<file path="config.mk">
export PLATFORM = sky130hd
export DESIGN_NAME = graph_m_coloring_search_unit
export DESIGN_NICKNAME = d
export VERILOG_FILES = /design/src/design/gmc_pkg.sv /design/src/design/gmc_adj_mem.sv /design/src/design/gmc_color_mem.sv /design/src/design/gmc_search.sv /design/src/design/graph_m_coloring_search_unit.sv
export SDC_FILE = /design/constraint.sdc
export NUM_CORES = 1
export LEC_CHECK = 0
export BUFFER_PORTS_ARGS = -buffer_cell sky130_fd_sc_hd__buf_4
export CORE_ASPECT_RATIO = 0.8
export CORE_MARGIN = 2
export CORE_UTILIZATION = 28
export DETAILED_ROUTE_END_ITERATION = 7
export PLACE_DENSITY = 0.4
export SLEW_MARGIN = 20
export SYNTH_ARGS = -nofsm -noshare
export SYNTH_HDL_FRONTEND = slang
export SYNTH_SLANG_ARGS = --single-unit
</file>
<file path="constraint.sdc">
create_clock -name clk -period 3.85 [get_ports clk]
set_clock_uncertainty 0.15 [all_clocks]
set_input_delay 0.77 -clock clk [delete_from_list [all_inputs] [get_ports clk]]
set_output_delay 0.77 -clock clk [all_outputs]
set_load 0.05 [all_outputs]
</file>
<file path="src/design/gmc_pkg.sv">
// Shared types and constants for the graph m-coloring search unit.
// Holds the transaction structs, memory control struct and register codes.
// No dependencies.
`timescale 1ns / 1ps
`default_nettype none

package gmc_pkg;

    // Default sizes of the graph and the color set.
    localparam int MAX_VERTICES_DEF = 16;
    localparam int MAX_COLORS_DEF   = 15;

    // Fixed field widths on the ports.
    localparam int VERTEX_W    = 4;
    localparam int COLOR_W     = 4;
    localparam int VCOUNT_W    = 5;
    localparam int CCOUNT_W    = 4;
    localparam int CFG_INDEX_W = 2;
    localparam int CFG_DATA_W  = 5;

    // Register reset values.
    localparam logic [VCOUNT_W-1:0] VCOUNT_RESET = 5'd16;
    localparam logic [CCOUNT_W-1:0] CCOUNT_RESET = 4'd3;

    // Configuration register indexes.
    typedef enum logic [CFG_INDEX_W-1:0] {
        REG_VERTEX_COUNT = 2'd0,
        REG_COLOR_COUNT  = 2'd1
    } cfg_reg_t;

    // Item operation codes.
    typedef enum logic {
        OP_ADD_EDGE = 1'b0,
        OP_SOLVE    = 1'b1
    } op_t;

    // Input item transaction.
    typedef struct packed {
        logic                operation;
        logic [VERTEX_W-1:0] vertex_a;
        logic [VERTEX_W-1:0] vertex_b;
    } gmc_item_t;

    // Result transaction.
    typedef struct packed {
        logic                found;
        logic [VERTEX_W-1:0] vertex_index;
        logic [COLOR_W-1:0]  vertex_color;
        logic                last;
    } gmc_result_t;

    // Strobes from the search controller to one memory.
    typedef struct packed {
        logic wr_en;
        logic rd_en;
    } mem_ctl_t;

endpackage

`default_nettype wire

</file>
<file path="src/design/gmc_adj_mem.sv">
// Adjacency bit matrix memory with one write and one registered read port.
// Rows carry valid bits so that reset clears the matrix at once.
// Depends on gmc_pkg.
`timescale 1ns / 1ps
`default_nettype none

module gmc_adj_mem #(
    parameter int MAX_VERTICES = gmc_pkg::MAX_VERTICES_DEF,
    localparam int VertW = $clog2(MAX_VERTICES)
) (
    input  wire logic                    clk,
    input  wire logic                    rst_n,
    input  wire gmc_pkg::mem_ctl_t       ctl,
    input  wire logic [VertW-1:0]        wr_row,
    input  wire logic [VertW-1:0]        wr_col,
    input  wire logic [VertW-1:0]        rd_row,
    output logic [MAX_VERTICES-1:0]      rd_data
);
    import gmc_pkg::*;

    logic [MAX_VERTICES-1:0] mem [MAX_VERTICES];
    logic [MAX_VERTICES-1:0] row_valid_reg;
    logic [MAX_VERTICES-1:0] rd_raw_reg;
    logic                    rd_valid_reg;

    // A row never written since reset takes a whole-row write; later edges set one bit.
    always_ff @(posedge clk) begin
        if (ctl.wr_en) begin
            if (!row_valid_reg[wr_row]) begin
                mem[wr_row] <= MAX_VERTICES'(1) << wr_col;
            end
            else begin
                mem[wr_row][wr_col] <= 1'b1;
            end
        end
        if (ctl.rd_en) begin
            rd_raw_reg <= mem[rd_row];
        end
    end

    // Row valid bits and the valid flag of the registered read.
    always_ff @(posedge clk or negedge rst_n) begin
        if (!rst_n) begin
            row_valid_reg <= '0;
            rd_valid_reg  <= 1'b0;
        end
        else begin
            if (ctl.wr_en) begin
                row_valid_reg[wr_row] <= 1'b1;
            end
            if (ctl.rd_en) begin
                rd_valid_reg <= row_valid_reg[rd_row];
            end
        end
    end

    // A row that was never written reads as no neighbors.
    assign rd_data = rd_valid_reg ? rd_raw_reg : '0;

endmodule

`default_nettype wire

</file>
<file path="src/design/gmc_color_mem.sv">
// Vertex color memory, one write port and one registered read port.
// Entries are written by the search before their read data is used.
// Depends on gmc_pkg.
`timescale 1ns / 1ps
`default_nettype none

module gmc_color_mem #(
    parameter int MAX_VERTICES = gmc_pkg::MAX_VERTICES_DEF,
    parameter int MAX_COLORS   = gmc_pkg::MAX_COLORS_DEF,
    localparam int VertW  = $clog2(MAX_VERTICES),
    localparam int ColorW = $clog2(MAX_COLORS + 1)
) (
    input  wire logic              clk,
    input  wire gmc_pkg::mem_ctl_t ctl,
    input  wire logic [VertW-1:0]  wr_addr,
    input  wire logic [ColorW-1:0] wr_data,
    input  wire logic [VertW-1:0]  rd_addr,
    output logic [ColorW-1:0]      rd_data
);
    import gmc_pkg::*;

    logic [ColorW-1:0] mem [MAX_VERTICES];
    logic [ColorW-1:0] rd_data_reg;

    // Synchronous write and read; read data holds until the next read.
    always_ff @(posedge clk) begin
        if (ctl.wr_en) begin
            mem[wr_addr] <= wr_data;
        end
        if (ctl.rd_en) begin
            rd_data_reg <= mem[rd_addr];
        end
    end

    assign rd_data = rd_data_reg;

endmodule

`default_nettype wire

</file>
<file path="src/design/gmc_search.sv">
// Search controller: edge loading, backtracking sequencer and result register.
// Drives the adjacency and color memories through mem_ctl_t strobes.
// Depends on gmc_pkg.
`timescale 1ns / 1ps
`default_nettype none

module gmc_search #(
    parameter int MAX_VERTICES = gmc_pkg::MAX_VERTICES_DEF,
    parameter int MAX_COLORS   = gmc_pkg::MAX_COLORS_DEF,
    localparam int VertW  = $clog2(MAX_VERTICES),
    localparam int ColorW = $clog2(MAX_COLORS + 1)
) (
    input  wire logic                           clk,
    input  wire logic                           rst_n,
    input  wire logic                           item_valid,
    output logic                                item_stall,
    input  wire gmc_pkg::gmc_item_t             item_data,
    output logic                                result_valid,
    input  wire logic                           result_stall,
    output gmc_pkg::gmc_result_t                result_data,
    input  wire logic [gmc_pkg::VCOUNT_W-1:0]   vertex_count,
    input  wire logic [gmc_pkg::CCOUNT_W-1:0]   color_count,
    output gmc_pkg::mem_ctl_t                   adj_ctl,
    output logic [VertW-1:0]                    adj_wr_row,
    output logic [VertW-1:0]                    adj_wr_col,
    output logic [VertW-1:0]                    adj_rd_row,
    input  wire logic [MAX_VERTICES-1:0]        adj_rd_data,
    output gmc_pkg::mem_ctl_t                   col_ctl,
    output logic [VertW-1:0]                    col_wr_addr,
    output logic [ColorW-1:0]                   col_wr_data,
    output logic [VertW-1:0]                    col_rd_addr,
    input  wire logic [ColorW-1:0]              col_rd_data
);
    import gmc_pkg::*;

    localparam int CntW  = VertW + 1;
    localparam int UsedW = MAX_COLORS + 1;

    typedef enum logic [7:0] {
        S_IDLE     = 8'b0000_0001,
        S_EDGE     = 8'b0000_0010,
        S_VISIT    = 8'b0000_0100,
        S_SCAN     = 8'b0000_1000,
        S_PICK     = 8'b0001_0000,
        S_OUT_READ = 8'b0010_0000,
        S_OUT_LOAD = 8'b0100_0000,
        S_FAIL     = 8'b1000_0000
    } state_t;

    state_t            state_reg, state_next;
    logic [VertW-1:0]  v_reg, v_next;
    logic [CntW-1:0]   n_reg, n_next;
    logic [ColorW-1:0] m_reg, m_next;
    logic [VertW-1:0]  scan_w_reg, scan_w_next;
    logic              pend_reg, pend_next;
    logic [VertW-1:0]  pend_w_reg, pend_w_next;
    logic              first_reg, first_next;
    logic              back_reg, back_next;
    logic [ColorW-1:0] start_reg, start_next;
    logic [UsedW-1:0]  used_reg, used_next;
    logic [VertW-1:0]  k_reg, k_next;
    logic [VertW-1:0]  ea_reg, ea_next;
    logic [VertW-1:0]  eb_reg, eb_next;
    logic              result_valid_reg, result_valid_next;
    gmc_result_t       result_data_reg, result_data_next;

    logic              item_take;
    logic              edge_in_range;
    logic [CntW-1:0]   n_sat;
    logic [ColorW-1:0] m_sat;
    logic              pick_found;
    logic [ColorW-1:0] pick_color;
    logic              result_load;
    logic              k_is_last;
    logic              v_is_last;

    // Handshake on the item side: items are taken only between searches.
    assign item_stall = (state_reg != S_IDLE);
    assign item_take  = item_valid && !item_stall;

    // The result register may take a new transaction when empty or draining.
    assign result_load = !result_valid_reg || !result_stall;

    assign edge_in_range = (int'(item_data.vertex_a) < MAX_VERTICES) &&
                           (int'(item_data.vertex_b) < MAX_VERTICES);

    assign k_is_last = ((CntW'(k_reg) + CntW'(1)) == n_reg);
    assign v_is_last = ((CntW'(v_reg) + CntW'(1)) == n_reg);

    // Clamp the register values for a new search.
    always_comb begin
        if (vertex_count == '0) begin
            n_sat = CntW'(1);
        end
        else if (int'(vertex_count) > MAX_VERTICES) begin
            n_sat = CntW'(MAX_VERTICES);
        end
        else begin
            n_sat = CntW'(vertex_count);
        end
        if (int'(color_count) > MAX_COLORS) begin
            m_sat = ColorW'(MAX_COLORS);
        end
        else begin
            m_sat = ColorW'(color_count);
        end
    end

    // Lowest color above the current one that no earlier neighbor holds.
    always_comb begin
        pick_found = 1'b0;
        pick_color = '0;
        for (int c = MAX_COLORS; c >= 1; c--) begin
            if (!used_reg[c] && (ColorW'(c) > start_reg) && (ColorW'(c) <= m_reg)) begin
                pick_found = 1'b1;
                pick_color = ColorW'(c);
            end
        end
    end

    // Sequencer and memory strobes.
    always_comb begin
        state_next        = state_reg;
        v_next            = v_reg;
        n_next            = n_reg;
        m_next            = m_reg;
        scan_w_next       = scan_w_reg;
        pend_next         = pend_reg;
        pend_w_next       = pend_w_reg;
        first_next        = first_reg;
        back_next         = back_reg;
        start_next        = start_reg;
        used_next         = used_reg;
        k_next            = k_reg;
        ea_next           = ea_reg;
        eb_next           = eb_reg;
        result_valid_next = result_valid_reg && result_stall;
        result_data_next  = result_data_reg;

        adj_ctl     = '0;
        adj_wr_row  = VertW'(item_data.vertex_a);
        adj_wr_col  = VertW'(item_data.vertex_b);
        adj_rd_row  = v_reg;
        col_ctl     = '0;
        col_wr_addr = v_reg;
        col_wr_data = pick_color;
        col_rd_addr = v_reg;

        unique case (state_reg)
            S_IDLE: begin
                if (item_take) begin
                    if (item_data.operation == OP_SOLVE) begin
                        n_next     = n_sat;
                        m_next     = m_sat;
                        v_next     = '0;
                        back_next  = 1'b0;
                        state_next = S_VISIT;
                    end
                    else if (edge_in_range) begin
                        // First half of the edge: row a gets bit b.
                        adj_ctl.wr_en = 1'b1;
                        ea_next       = VertW'(item_data.vertex_a);
                        eb_next       = VertW'(item_data.vertex_b);
                        state_next    = S_EDGE;
                    end
                end
            end

            S_EDGE: begin
                // Second half of the edge: row b gets bit a.
                adj_ctl.wr_en = 1'b1;
                adj_wr_row    = eb_reg;
                adj_wr_col    = ea_reg;
                state_next    = S_IDLE;
            end

            S_VISIT: begin
                // Fetch the neighbor row and the vertex's own color.
                adj_ctl.rd_en = 1'b1;
                col_ctl.rd_en = 1'b1;
                scan_w_next   = '0;
                pend_next     = 1'b0;
                first_next    = 1'b1;
                used_next     = '0;
                state_next    = S_SCAN;
            end

            S_SCAN: begin
                // The first read returns the vertex's own color.
                if (first_reg) begin
                    start_next = back_reg ? col_rd_data : '0;
                    first_next = 1'b0;
                end
                // Collect the colors of earlier neighbors.
                if (pend_reg && adj_rd_data[pend_w_reg] && (col_rd_data != '0)) begin
                    used_next = used_reg | (UsedW'(1) << col_rd_data);
                end
                if (scan_w_reg == v_reg) begin
                    pend_next  = 1'b0;
                    state_next = S_PICK;
                end
                else begin
                    col_ctl.rd_en = 1'b1;
                    col_rd_addr   = scan_w_reg;
                    pend_next     = 1'b1;
                    pend_w_next   = scan_w_reg;
                    scan_w_next   = scan_w_reg + VertW'(1);
                end
            end

            S_PICK: begin
                if (pick_found) begin
                    col_ctl.wr_en = 1'b1;
                    if (v_is_last) begin
                        k_next     = '0;
                        state_next = S_OUT_READ;
                    end
                    else begin
                        v_next     = v_reg + VertW'(1);
                        back_next  = 1'b0;
                        state_next = S_VISIT;
                    end
                end
                else if (v_reg == '0) begin
                    state_next = S_FAIL;
                end
                else begin
                    v_next     = v_reg - VertW'(1);
                    back_next  = 1'b1;
                    state_next = S_VISIT;
                end
            end

            S_OUT_READ: begin
                col_ctl.rd_en = 1'b1;
                col_rd_addr   = k_reg;
                state_next    = S_OUT_LOAD;
            end

            S_OUT_LOAD: begin
                if (result_load) begin
                    result_valid_next             = 1'b1;
                    result_data_next.found        = 1'b1;
                    result_data_next.vertex_index = VERTEX_W'(k_reg);
                    result_data_next.vertex_color = COLOR_W'(col_rd_data);
                    result_data_next.last         = k_is_last;
                    if (k_is_last) begin
                        state_next = S_IDLE;
                    end
                    else begin
                        k_next     = k_reg + VertW'(1);
                        state_next = S_OUT_READ;
                    end
                end
            end

            S_FAIL: begin
                if (result_load) begin
                    result_valid_next             = 1'b1;
                    result_data_next.found        = 1'b0;
                    result_data_next.vertex_index = '0;
                    result_data_next.vertex_color = '0;
                    result_data_next.last         = 1'b1;
                    state_next                    = S_IDLE;
                end
            end

            default: begin
                state_next = S_IDLE;
            end
        endcase
    end

    // Control state.
    always_ff @(posedge clk or negedge rst_n) begin
        if (!rst_n) begin
            state_reg        <= S_IDLE;
            result_valid_reg <= 1'b0;
            pend_reg         <= 1'b0;
            first_reg        <= 1'b0;
            back_reg         <= 1'b0;
        end
        else begin
            state_reg        <= state_next;
            result_valid_reg <= result_valid_next;
            pend_reg         <= pend_next;
            first_reg        <= first_next;
            back_reg         <= back_next;
        end
    end

    // Datapath registers.
    always_ff @(posedge clk) begin
        v_reg           <= v_next;
        n_reg           <= n_next;
        m_reg           <= m_next;
        scan_w_reg      <= scan_w_next;
        pend_w_reg      <= pend_w_next;
        start_reg       <= start_next;
        used_reg        <= used_next;
        k_reg           <= k_next;
        ea_reg          <= ea_next;
        eb_reg          <= eb_next;
        result_data_reg <= result_data_next;
    end

    assign result_valid = result_valid_reg;
    assign result_data  = result_data_reg;

    // The search position stays inside the vertex range.
    assert property (@(posedge clk) disable iff (!rst_n)
        (state_reg == S_VISIT || state_reg == S_SCAN || state_reg == S_PICK)
            |-> (CntW'(v_reg) < n_reg))
        else $error("search vertex outside the vertex range");

    // Only a color from 1 to the color count is ever stored.
    assert property (@(posedge clk) disable iff (!rst_n)
        col_ctl.wr_en |-> (col_wr_data != '0) && (col_wr_data <= m_reg))
        else $error("stored color out of range");

    // A not-found transaction is always the last of its solve.
    assert property (@(posedge clk) disable iff (!rst_n)
        (result_valid && !result_data.found) |-> result_data.last)
        else $error("not-found result without last");

    // The second half of an edge follows directly on its first half.
    assert property (@(posedge clk) disable iff (!rst_n)
        (state_reg == S_EDGE) |-> ($past(state_reg) == S_IDLE))
        else $error("edge write without an accepted edge");

endmodule

`default_nettype wire

</file>
<file path="src/design/graph_m_coloring_search_unit.sv">
// Top level of the graph m-coloring search unit: configuration registers
// and the adjacency memory, color memory and search controller.
// Depends on gmc_pkg, gmc_adj_mem, gmc_color_mem and gmc_search.
//
//  Channel  | Signals                           | Direction | Transaction
//  ---------+-----------------------------------+-----------+-----------------------------
//  item     | item_valid, item_stall, item_data | in        | add an edge or start a solve
//  result   | result_valid, result_stall, ...   | out       | one vertex color or not-found
//  cfg      | cfg_valid, cfg_ready, cfg_index,  | in        | write vertex or color count
//           | cfg_data                          |           |
//
// An edge makes one write to each of the two adjacency rows.
// A solve visits vertices one at a time; a visit to vertex v scans the earlier
// vertices through the single read port of the color memory.
// Each result is a color read, then a load of the output register.
// Reset clears the adjacency matrix at once through per-row valid bits.
// The result register holds a stalled transaction; the search waits for it.
`timescale 1ns / 1ps
`default_nettype none

module graph_m_coloring_search_unit #(
    parameter int MAX_VERTICES = gmc_pkg::MAX_VERTICES_DEF,
    parameter int MAX_COLORS   = gmc_pkg::MAX_COLORS_DEF
) (
    input  wire logic                              clk,
    input  wire logic                              rst_n,
    input  wire logic                              item_valid,
    output logic                                   item_stall,
    input  wire gmc_pkg::gmc_item_t                item_data,
    output logic                                   result_valid,
    input  wire logic                              result_stall,
    output gmc_pkg::gmc_result_t                   result_data,
    input  wire logic                              cfg_valid,
    output logic                                   cfg_ready,
    input  wire logic [gmc_pkg::CFG_INDEX_W-1:0]   cfg_index,
    input  wire logic [gmc_pkg::CFG_DATA_W-1:0]    cfg_data
);
    import gmc_pkg::*;

    localparam int VertW  = $clog2(MAX_VERTICES);
    localparam int ColorW = $clog2(MAX_COLORS + 1);

    logic [VCOUNT_W-1:0]     vertex_count_reg;
    logic [CCOUNT_W-1:0]     color_count_reg;

    mem_ctl_t                adj_ctl;
    logic [VertW-1:0]        adj_wr_row;
    logic [VertW-1:0]        adj_wr_col;
    logic [VertW-1:0]        adj_rd_row;
    logic [MAX_VERTICES-1:0] adj_rd_data;
    mem_ctl_t                col_ctl;
    logic [VertW-1:0]        col_wr_addr;
    logic [ColorW-1:0]       col_wr_data;
    logic [VertW-1:0]        col_rd_addr;
    logic [ColorW-1:0]       col_rd_data;

    // Register writes are always taken.
    assign cfg_ready = 1'b1;

    // Configuration registers; unknown indexes are ignored.
    always_ff @(posedge clk or negedge rst_n) begin
        if (!rst_n) begin
            vertex_count_reg <= VCOUNT_RESET;
            color_count_reg  <= CCOUNT_RESET;
        end
        else if (cfg_valid && cfg_ready) begin
            unique case (cfg_index)
                REG_VERTEX_COUNT: vertex_count_reg <= VCOUNT_W'(cfg_data);
                REG_COLOR_COUNT:  color_count_reg  <= CCOUNT_W'(cfg_data);
                default: begin
                end
            endcase
        end
    end

    gmc_adj_mem #(
        .MAX_VERTICES (MAX_VERTICES)
    ) u_adj_mem (
        .clk     (clk),
        .rst_n   (rst_n),
        .ctl     (adj_ctl),
        .wr_row  (adj_wr_row),
        .wr_col  (adj_wr_col),
        .rd_row  (adj_rd_row),
        .rd_data (adj_rd_data)
    );

    gmc_color_mem #(
        .MAX_VERTICES (MAX_VERTICES),
        .MAX_COLORS   (MAX_COLORS)
    ) u_color_mem (
        .clk     (clk),
        .ctl     (col_ctl),
        .wr_addr (col_wr_addr),
        .wr_data (col_wr_data),
        .rd_addr (col_rd_addr),
        .rd_data (col_rd_data)
    );

    gmc_search #(
        .MAX_VERTICES (MAX_VERTICES),
        .MAX_COLORS   (MAX_COLORS)
    ) u_search (
        .clk          (clk),
        .rst_n        (rst_n),
        .item_valid   (item_valid),
        .item_stall   (item_stall),
        .item_data    (item_data),
        .result_valid (result_valid),
        .result_stall (result_stall),
        .result_data  (result_data),
        .vertex_count (vertex_count_reg),
        .color_count  (color_count_reg),
        .adj_ctl      (adj_ctl),
        .adj_wr_row   (adj_wr_row),
        .adj_wr_col   (adj_wr_col),
        .adj_rd_row   (adj_rd_row),
        .adj_rd_data  (adj_rd_data),
        .col_ctl      (col_ctl),
        .col_wr_addr  (col_wr_addr),
        .col_wr_data  (col_wr_data),
        .col_rd_addr  (col_rd_addr),
        .col_rd_data  (col_rd_data)
    );

endmodule

`default_nettype wire
</file>
Word-level counts from Yosys, hierarchy flattened
Memories as Yosys holds them, arrays and structs flattened. A register that Yosys moved wholly into a read port is not among the register bits.
Index checks and enable logic that the tools add are counted.

cells by class
  $add $sub $neg = 6
  $lt $le $gt $ge = 37
  eq/ne operators = 25
  shift operators = 2
  mux-type cells = 116
  bitwise logic cells = 20
  reductions and logical operators = 78

operator list
  kind                                                                             count
  4-bit two-way mux                                                                28
  1-bit two-way mux                                                                56
  8-bit case mux with 7 select lines                                               1
  16-bit two-way mux                                                               3
  8-bit two-way mux                                                                6
  1-bit logical AND                                                                36
  4-bit > comparator, first input constant                                         8
  4-bit less-or-equal comparator, first input constant                             8
  16-bit OR                                                                        2
  16-bit case mux with 2 select lines                                              1
  4-bit case mux with 2 select lines                                               4
  1-bit by 4-bit << shifter with 16-bit output, first input constant               2
  4-bit by 5-bit less-than comparator with 1-bit output, second input constant     4
  10-bit two-way mux                                                               2
  10-bit case mux with 2 select lines                                              1
  1-bit zero test                                                                  18
  3-bit by 4-bit > comparator with 1-bit output, first input constant              4
  3-bit by 4-bit less-or-equal comparator with 1-bit output, first input constant  4
  1-bit OR                                                                         16
  2-bit by 1-bit inequality test with 1-bit output, second input constant          7
  4-bit by 1-bit adder with 4-bit output, second input constant                    3
  1-bit binary-select mux with 4-bit select                                        3
  6-bit two-way mux                                                                2
  2-bit AND reduction                                                              6
  other kinds (38)                                                                 59

word-level totals
  register bits after elaboration = 101
  RAM bits = 320
  input port bits = 21
  output and inout bits = 13
  word-level logic and storage cells = 310
  memories kept = 2

memories
  memory           words  bits a word  read ports  clocked after memory_dff  write ports  RTL line             text
  u_adj_mem.mem    16     16           1           1                         1            gmc_adj_mem.sv:21    logic [MAX_VERTICES-1:0] mem [MAX_VERTICES];
  u_color_mem.mem  16     4            1           1                         1            gmc_color_mem.sv:22  logic [ColorW-1:0] mem [MAX_VERTICES];

Depth between registers and ports, before layout
Gate-level depths: netlist of run 1.

  word-level depth = 22
  gate-level depth with buffers = 14
  mapped depth without buffers = 11

Cells and area by module
Synthesis of run 1 repeated with hierarchy kept, for this count alone.

unflattened totals
  cells, all modules = 1413
  area, all modules = 20885.0 um^2

by module, submodules not included
  module                        times used  cells each  area each (um^2)  sequential area each (um^2)
  gmc_adj_mem                   1           836         13302.8           8593.2
  gmc_search                    1           425         4508.1            2163.3
  gmc_color_mem                 1           130         2706.3            2042.0
  graph_m_coloring_search_unit  1           22          367.9             229.0

Worst setup path before layout of run 1
No wires, ideal clock.

  path kind = register to register
  start point = register u_search.v_reg[1] (netlist: u_search.adj_rd_row[1])
  end point = register u_search.v_reg[0] (netlist: u_search.adj_rd_row[0]) (enable)
  library setup time = 361 ps
  data arrival time = 2658 ps
  required time = 3339 ps
  path slack = 681 ps
  stages on the path, launching flop included = 11
  path buffers = 3
  period minus slack after synthesis = 3169 ps
  cell sequence = edfxtp_1 buf_1 clkbuf_1 buf_1 inv_1 ha_1 xnor2_1 nand4_1 nand2b_1 a21boi_0 o21ai_0

between the ends
  word-level cells in the longest chain between the ends = 4
  elaborated cells between the ends (all ways) = 6
  those cells by class = add/sub: 1; eq/ne: 3; reduce/logical: 2

ends and longest elaborated chain
  element                                 RTL line           text
  start, declared                         gmc_search.sv:51   logic [VertW-1:0] v_reg, v_next;
  start signal, assigned                  gmc_search.sv:294  v_reg <= v_next;
  4-bit by 1-bit adder with 5-bit output  gmc_search.sv:88   assign v_is_last = ((CntW'(v_reg) + CntW'(1)) == n_reg);
  5-bit == test                           gmc_search.sv:88
  3-bit inequality test (no line)         -
  5-bit AND reduction (no line) *         -

Mark *: on every way between the ends. The rest lies on a longest branch, timed or not.
A chain may end at the register's enable or synchronous reset.

Worst setup path in the final report of run 1
  start point = register u_search.state_reg[2]
  end point = register u_color_mem.rd_data_reg[0] (netlist: u_color_mem.rd_data[0]) (read register of u_color_mem.mem) (data pin)

between the ends
  word-level cells in the longest chain between the ends = 3
  elaborated cells between the ends (all ways) = 6
  those cells by class = eq/ne: 3; mux: 2; reduce/logical: 1

ends and longest elaborated chain
  element                                                                                                      RTL line             text
  start, declared                                                                                              gmc_search.sv:50     state_t state_reg, state_next;
  start signal, assigned                                                                                       gmc_search.sv:284    state_reg <= state_next;
  8-bit by 3-bit == test with 1-bit output / 8-bit by 6-bit == test with 1-bit output (equally long branches)  gmc_search.sv:149    unique case (state_reg)
  2-bit OR reduction (no line)                                                                                 -
  1-bit case mux with 2 select lines                                                                           gmc_search.sv:149
  end, declared                                                                                                gmc_color_mem.sv:23  logic [ColorW-1:0] rd_data_reg;

Several ways; a longest one is shown, not always the timed one.

==> results.ini, run 1 <==
[yosys]
synthSimpleGateAreaFrac = 0.1351
synthArstFlopShare = 0.08636
avgSynthCellArea_um2 = 14.06
synth-compound-area-share = 0.04964
synth_edf_count = 402
synth_area_leader_cell = edfxtp_1
yosysWarnings = 0
synth-xor-area-share = 0.009249
muxShareOfSynthArea = 0.1261
synthCells = 1414
synth_adder_area_share = 0.005663
synth_top_family_by_area = simple AND/OR/NAND/NOR gates
synth_top_area_frac = 0.6070
synthDistinctLibCells = 68
ys_seq_area_frac = 0.6551
synthTopCellsByArea = edfxtp_1, mux4_2, nor2_1
synth_area_mm2 = 0.01989
syn_nets = 1444
synth_ff_type = edfxtp_1
synth-seq-cells = 440

[layout]
final_layout_size_suffix_gt1_frac = 0.2027
mostFrequentLayoutCells = edfxtp_1, nor2_1, buf_4, mux4_2, nand2_1
multi_input_area_mm2 = 0.006502
final_cells = 2483
diodes = 0
reg.largest.list = u_adj_mem.mem: 256 flops, u_color_mem.mem: 64 flops
regMostFlops = u_adj_mem.mem
area_growth_pct = 17.08
register_area_mm2 = 0.01303
layout_commonest_cell = edfxtp_1
largest_register_ffs = 256
nFillCells = 6860
nNetsFinal = 1537

[cts]
ctsResizeCount = 0
clock-sinks = 440
clk_path_buf_depth = 3
clk_pin_slew_ps = 60
cts-root-buf = clkbuf_16
cts_tree = done
htree_levels = 2
cts_buffers = 51
clkLatencyLatePin_ps = 600

[setup_path]
r2r_slack_ps = 330
path_delay_family = compound AO/OA/AOI/OAI gates
slowest_stage = a211oi_4
critPathRequiredTime_ps = 4050
critPathBufInv = 1
max_stage_delay_ps = 690
startpoint_type = register
worstPathArrival_ps = 3720
path_class = reg -> reg
worst-path-max-fanout = 16
crit_chain = or4_1, o31a_1, a211oi_4, buf_12, mux2i_1, a22oi_1, and3_1
cp-end-kind = register

[timing]
fin_hold_ws_ps = 212.8
finalHoldViolCount = 0
fin_crit_ps = 3520
maxSlewViolCount = 0
tns_ps = 0
fin_crit_sh = 0.9143
setup_slack_ps = 329.9
fmax_ghz = 0.2841
worst_pin_slew_ps = 878.7
finalSetupViolCount = 0
slew_headroom = 0.4121
rsz0062_at_grt = no

[pwr]
p_leak_uw = 0.007910
powerDensity_mw_per_mm2 = 547.6
vdd.ir_drop.worst_v = 0.0003250

[floorplan]
die-width_um = 302.0
fp-row-count = 87
start_util = 0.2824
die_area_mm2 = 0.07318
die_h_um = 242.4
io_pins = 34
fp.coreArea_mm2 = 0.07043

[global_routing]
grt_use_total = 0.1542
grt-ovfl-total = 0
antenna_found_initial = 1
grt_max_degree = 73
grt_pass1_wl_mm = 83.20
first_global_vias = 12465

[detailed_routing]
drt_iter0_markers = 1054
drt_pre_antenna_iters = 5
vias = 12374
ant_nets = 0
drt-total-wl_mm = 55.90
vias_per_cell = 4.983
remaining_drc_errors = 0
wl_per_cell_um = 22.51

[placement]
placedCellCount = 2387
numPortBuffers = 32
dp_hpwl_mm = 35.54
gp_congestion = 0.8059
pre_cts_ws_ps = 312.0

[flow_run]
drv_cap = 0

[outcome]
outcome = finished, final reports clean

[worst_hold_path]
hold_class = in -> reg

power by group:
part | switching [uW] | leakage (uW) | internal, uW
Combinational | 1520 | 0.00301 | 886
Sequential | 219 | 0.00415 | 5540
Clock | 1970 | 0.000751 | 2610
Total | 3710 | 0.00791 | 9040
synthesized netlist by cell type, types with 11 or more instances:
cell	number
clkbuf_1	51
o21ai_0	13
inv_1	23
nand2b_1	27
nor2_4	20
buf_1	11
mux2_2	17
mux4_2	90
nor3_1	31
xnor2_1	13
a31oi_1	20
dfrtp_1	34
nor2_1	350
edfxtp_1	402
and2_1	20
mux2i_1	29
nand2_1	58
a21oi_1	24
nand3_1	14
what timing repair did:
action | in CTS | in global routing
setup endpoints to repair | 0 | 0
hold buffers | 1 | 0
setup buffers | 0 | 0
hold endpoints to repair | 34 | 0
cells by family (layout without fill, tap and decap cells):
logic type                 count (synthesis)  count (layout)
AOI/OAI and AO/OA                        140             140
other                                      1               1
adders and majority gates                  9               9
and+or+nand+nor                          575             575
muxes                                    136             136
DFF                                      440             440
xor gates and xnor gates                  21              21
buffers and inverters                     92             227
area by class of cell:
type | count | share of cell area
flip-flops and latches | 440 | 0.5595
clock inverters | 23 | 0.008545
clock buffers | 72 | 0.05863
well taps | 934 | 0.05019
repair buffers | 109 | 0.04009
multi-input cells | 882 | 0.2793
inverters | 23 | 0.003708
final timing paths:
check / from / end / cells after the start
hold reg to reg: color_count_reg[3] / u_search.m_reg[3] / 0
setup / recovery: u_search.state_reg[2] / u_color_mem.rd_data[0] / 7
min in group asynchronous: rst_n / u_adj_mem.row_valid_reg[4] / 2
setup reg to reg: u_search.state_reg[2] / u_color_mem.rd_data[0] / 7
max in group asynchronous: rst_n / u_search.state_reg[0] / 2
hold / removal: item_valid / u_search.state_reg[0] / 2
per-layer routing:
layer  track usage  vias to the layer above  wire, um
met5             0                        -         0
met4       0.04193                        0      1203
met3       0.02403                       81      2791
met2        0.2258                      313     24170
met1        0.2352                     6452     27730
li1              -                     5528         -
stage by stage:
stage	instance area, um^2	utilization	total power (uW)
finish	23280	0.3306	12750
global route	23280	0.3306	13360
floorplan	19890	-	7372
detailed placement	21700	0.3082	8282
global placement	21700	0.3082	8281
CTS	23280	0.3305	12930
No activity file was read; power rests on OpenSTA's default activity.
==> run 2: changes to the inputs <==
- CORE_UTILIZATION: 28 -> 43
- PLACE_DENSITY: 0.4 -> 0.56
- REMOVE_ABC_BUFFERS: default -> 1
- SKIP_LAST_GASP: default -> 1
==> run 2 against run 1 <==
Combinational power down 4%; final area down 2.9%; critical path depth up 2; sequential cell count unchanged.
==> results.ini, run 2 (synthesis gave the netlist of run 1 again) <==
[layout]
mostFrequentLayoutCells = edfxtp_1, nor2_1, buf_4, mux4_2, nand2_1  ; unchanged
regMostFlops = u_adj_mem.mem  ; unchanged
largest_register_ffs = 256  ; unchanged
final_layout_size_suffix_gt1_frac = 0.2008  ; was 0.2027
reg.largest.list = u_adj_mem.mem: 256 flops, u_color_mem.mem: 64 flops  ; unchanged
area_growth_pct = 13.67  ; was 17.08%
layout_commonest_cell = edfxtp_1  ; unchanged
nNetsFinal = 1529  ; was 1537
diodes = 0  ; unchanged

[detailed_routing]
ant_nets = 0  ; unchanged
vias = 12269  ; was 12374
drt_iter0_markers = 1242  ; was 1054
wl_per_cell_um = 23.02  ; was 22.51 um
drt-total-wl_mm = 49.39  ; was 55.90 mm
drt_pre_antenna_iters = 5  ; unchanged
vias_per_cell = 5.717  ; was 4.983
remaining_drc_errors = 0  ; unchanged

[timing]
worst_pin_slew_ps = 1096  ; was 878.7 ps
setup_slack_ps = 360.5  ; was 329.9 ps
tns_ps = 0  ; unchanged
fin_crit_sh = 0.9064  ; was 0.9143
fin_crit_ps = 3489  ; was 3520 ps
rsz0062_at_grt = no  ; unchanged
finalSetupViolCount = 0  ; unchanged
fin_hold_ws_ps = 32.59  ; was 212.8 ps
maxSlewViolCount = 0  ; unchanged
fmax_ghz = 0.2866  ; was 0.2841 GHz
finalHoldViolCount = 0  ; unchanged
slew_headroom = 0.2664  ; was 0.4121

[floorplan]
die-width_um = 244.4  ; was 302.0 um
fp.coreArea_mm2 = 0.04572  ; was 0.07043 mm^2
start_util = 0.4350  ; was 0.2824
fp-row-count = 70  ; was 87
die_area_mm2 = 0.04799  ; was 0.07318 mm^2
die_h_um = 196.4  ; was 242.4 um
io_pins = 34  ; unchanged

[pwr]
powerDensity_mw_per_mm2 = 540.4  ; was 547.6 mW/mm^2
vdd.ir_drop.worst_v = 0.0002949  ; was 0.0003250 V
p_leak_uw = 0.007778  ; was 0.007910 uW
finalPower_uw = 12220  ; was 12750 uW

[global_routing]
first_global_vias = 12002  ; was 12465
grt_use_total = 0.2098  ; was 0.1542
grt_busiest_layer = met1  ; unchanged
grt_pass1_wl_mm = 75.03  ; was 83.20 mm
grt_util_met2 = 0.3063  ; was 0.2258
grt_max_degree = 55  ; was 73
grt-ovfl-total = 0  ; unchanged
antenna_found_initial = 0  ; was 1
grt_util_met1 = 0.3313  ; was 0.2352
met3_usage = 0.02941  ; was 0.02403

[cts]
clk_path_buf_depth = 3  ; unchanged
ctsResizeCount = 0  ; unchanged
clk_pin_slew_ps = 60  ; about the same
cts_hold_buf = 0  ; was 1
clock-sinks = 440  ; unchanged
cts_buffers = 46  ; was 51
cts-root-buf = clkbuf_16  ; unchanged
post_cts_buffers = 0  ; unchanged
clkLatencyLatePin_ps = 580  ; was 600 ps
cts_tree = done  ; unchanged
htree_levels = 2  ; unchanged

[setup_path]
crit_chain = or4_1, nor3_1, buf_4, a31oi_1, o221ai_1, a2111o_2, buf_4, nor2_4, nor2_1  ; was or4_1, o31a_1, a211oi_4, buf_12, mux2i_1, a22oi_1, and3_1
cp-end-kind = register  ; unchanged
startpoint_type = register  ; unchanged
worst-path-max-fanout = 11  ; was 16
cpMostUsedCell = buf_4
slowest_stage = or4_1  ; was a211oi_4
critPathBufInv = 2  ; was 1
max_stage_delay_ps = 600  ; was 690 ps
path_class = reg -> reg  ; unchanged
worstPathArrival_ps = 3620  ; was 3720 ps
path_delay_family = simple AND/OR/NAND/NOR gates  ; was compound AO/OA/AOI/OAI gates
critPathRequiredTime_ps = 3980  ; was 4050 ps

[outcome]
outcome = finished, final reports clean  ; unchanged

[flow_run]
drv_cap = 0  ; unchanged

[placement]
pre_cts_ws_ps = 332.8  ; was 312.0 ps
gp_congestion = 0.8548  ; was 0.8059
numPortBuffers = 32  ; unchanged
dp_hpwl_mm = 32.28  ; was 35.54 mm

[worst_hold_path]
hold_class = in -> async  ; was in -> reg

[run 2: cell count changes in the layout (fill, tap and decap cells not counted), moves of 2 or more]
cell | previous run | this run
buf_12 | 9 | 3
buf_4 | 99 | 103
clkbuf_1 | 20 | 17
clkbuf_16 | 51 | 46
clkinv_1 | 12 | 9
nor2_1 | 348 | 346
nor2_2 | 2 | 4
[run 2: where the power goes]
part           internal (uW)  switching, uW  total (uW)
Sequential              5540            205        5750
Combinational            866           1450        2310
Clock                   2360           1800        4160
Total                   8770           3450       12200
[run 2: area by class of cell]
| cell class | count | area, um^2 |
|---|---|---|
| Clock buffer | 64 | 1229 |
| Multi-Input combinational cell | 882 | 6507 |
| Clock inverter | 19 | 155.1 |
| Sequential cell | 440 | 13030 |
| Timing Repair Buffer | 106 | 833.3 |
| Tap cell | 612 | 765.7 |
| Inverter | 23 | 86.33 |
| Fill cell | 4012 | 23110 |
[run 2: per-layer routing]
layer	part of all wire	routed length (um)
met1	0.48	23740
met2	0.43	21410
met3	0.068	3360
met4	0.018	892
met5	0	0
[run 2: path summary, 6_finish.rpt]
| check | start | to | slack [ps] | cells after the start |
|---|---|---|---|---|
| worst max-delay path | u_search.state_reg[7] | u_adj_mem.mem[0][13] | 360 | 9 |
| worst min-delay path | rst_n | vertex_count_reg[1] | 30 | 1 |
| worst max register to register | u_search.state_reg[7] | u_adj_mem.mem[0][13] | 360 | 9 |
| worst min register to register | color_count_reg[3] | u_search.m_reg[3] | 300 | 0 |
| max in group asynchronous | rst_n | u_adj_mem.row_valid_reg[4] | 3140 | 1 |
| min in group clk | item_data[3] | u_search.eb_reg[3] | 260 | 1 |
[run 2: per-stage QoR]
stage | instances | util | area, um^2
after floorplan | 1345 | - | 19600
after global placement | 2063 | 0.4639 | 21210
after global routing | 2146 | 0.4944 | 22600
after CTS | 2146 | 0.4943 | 22600
final | 2146 | 0.4944 | 22600
after detailed placement | 2063 | 0.4640 | 21220
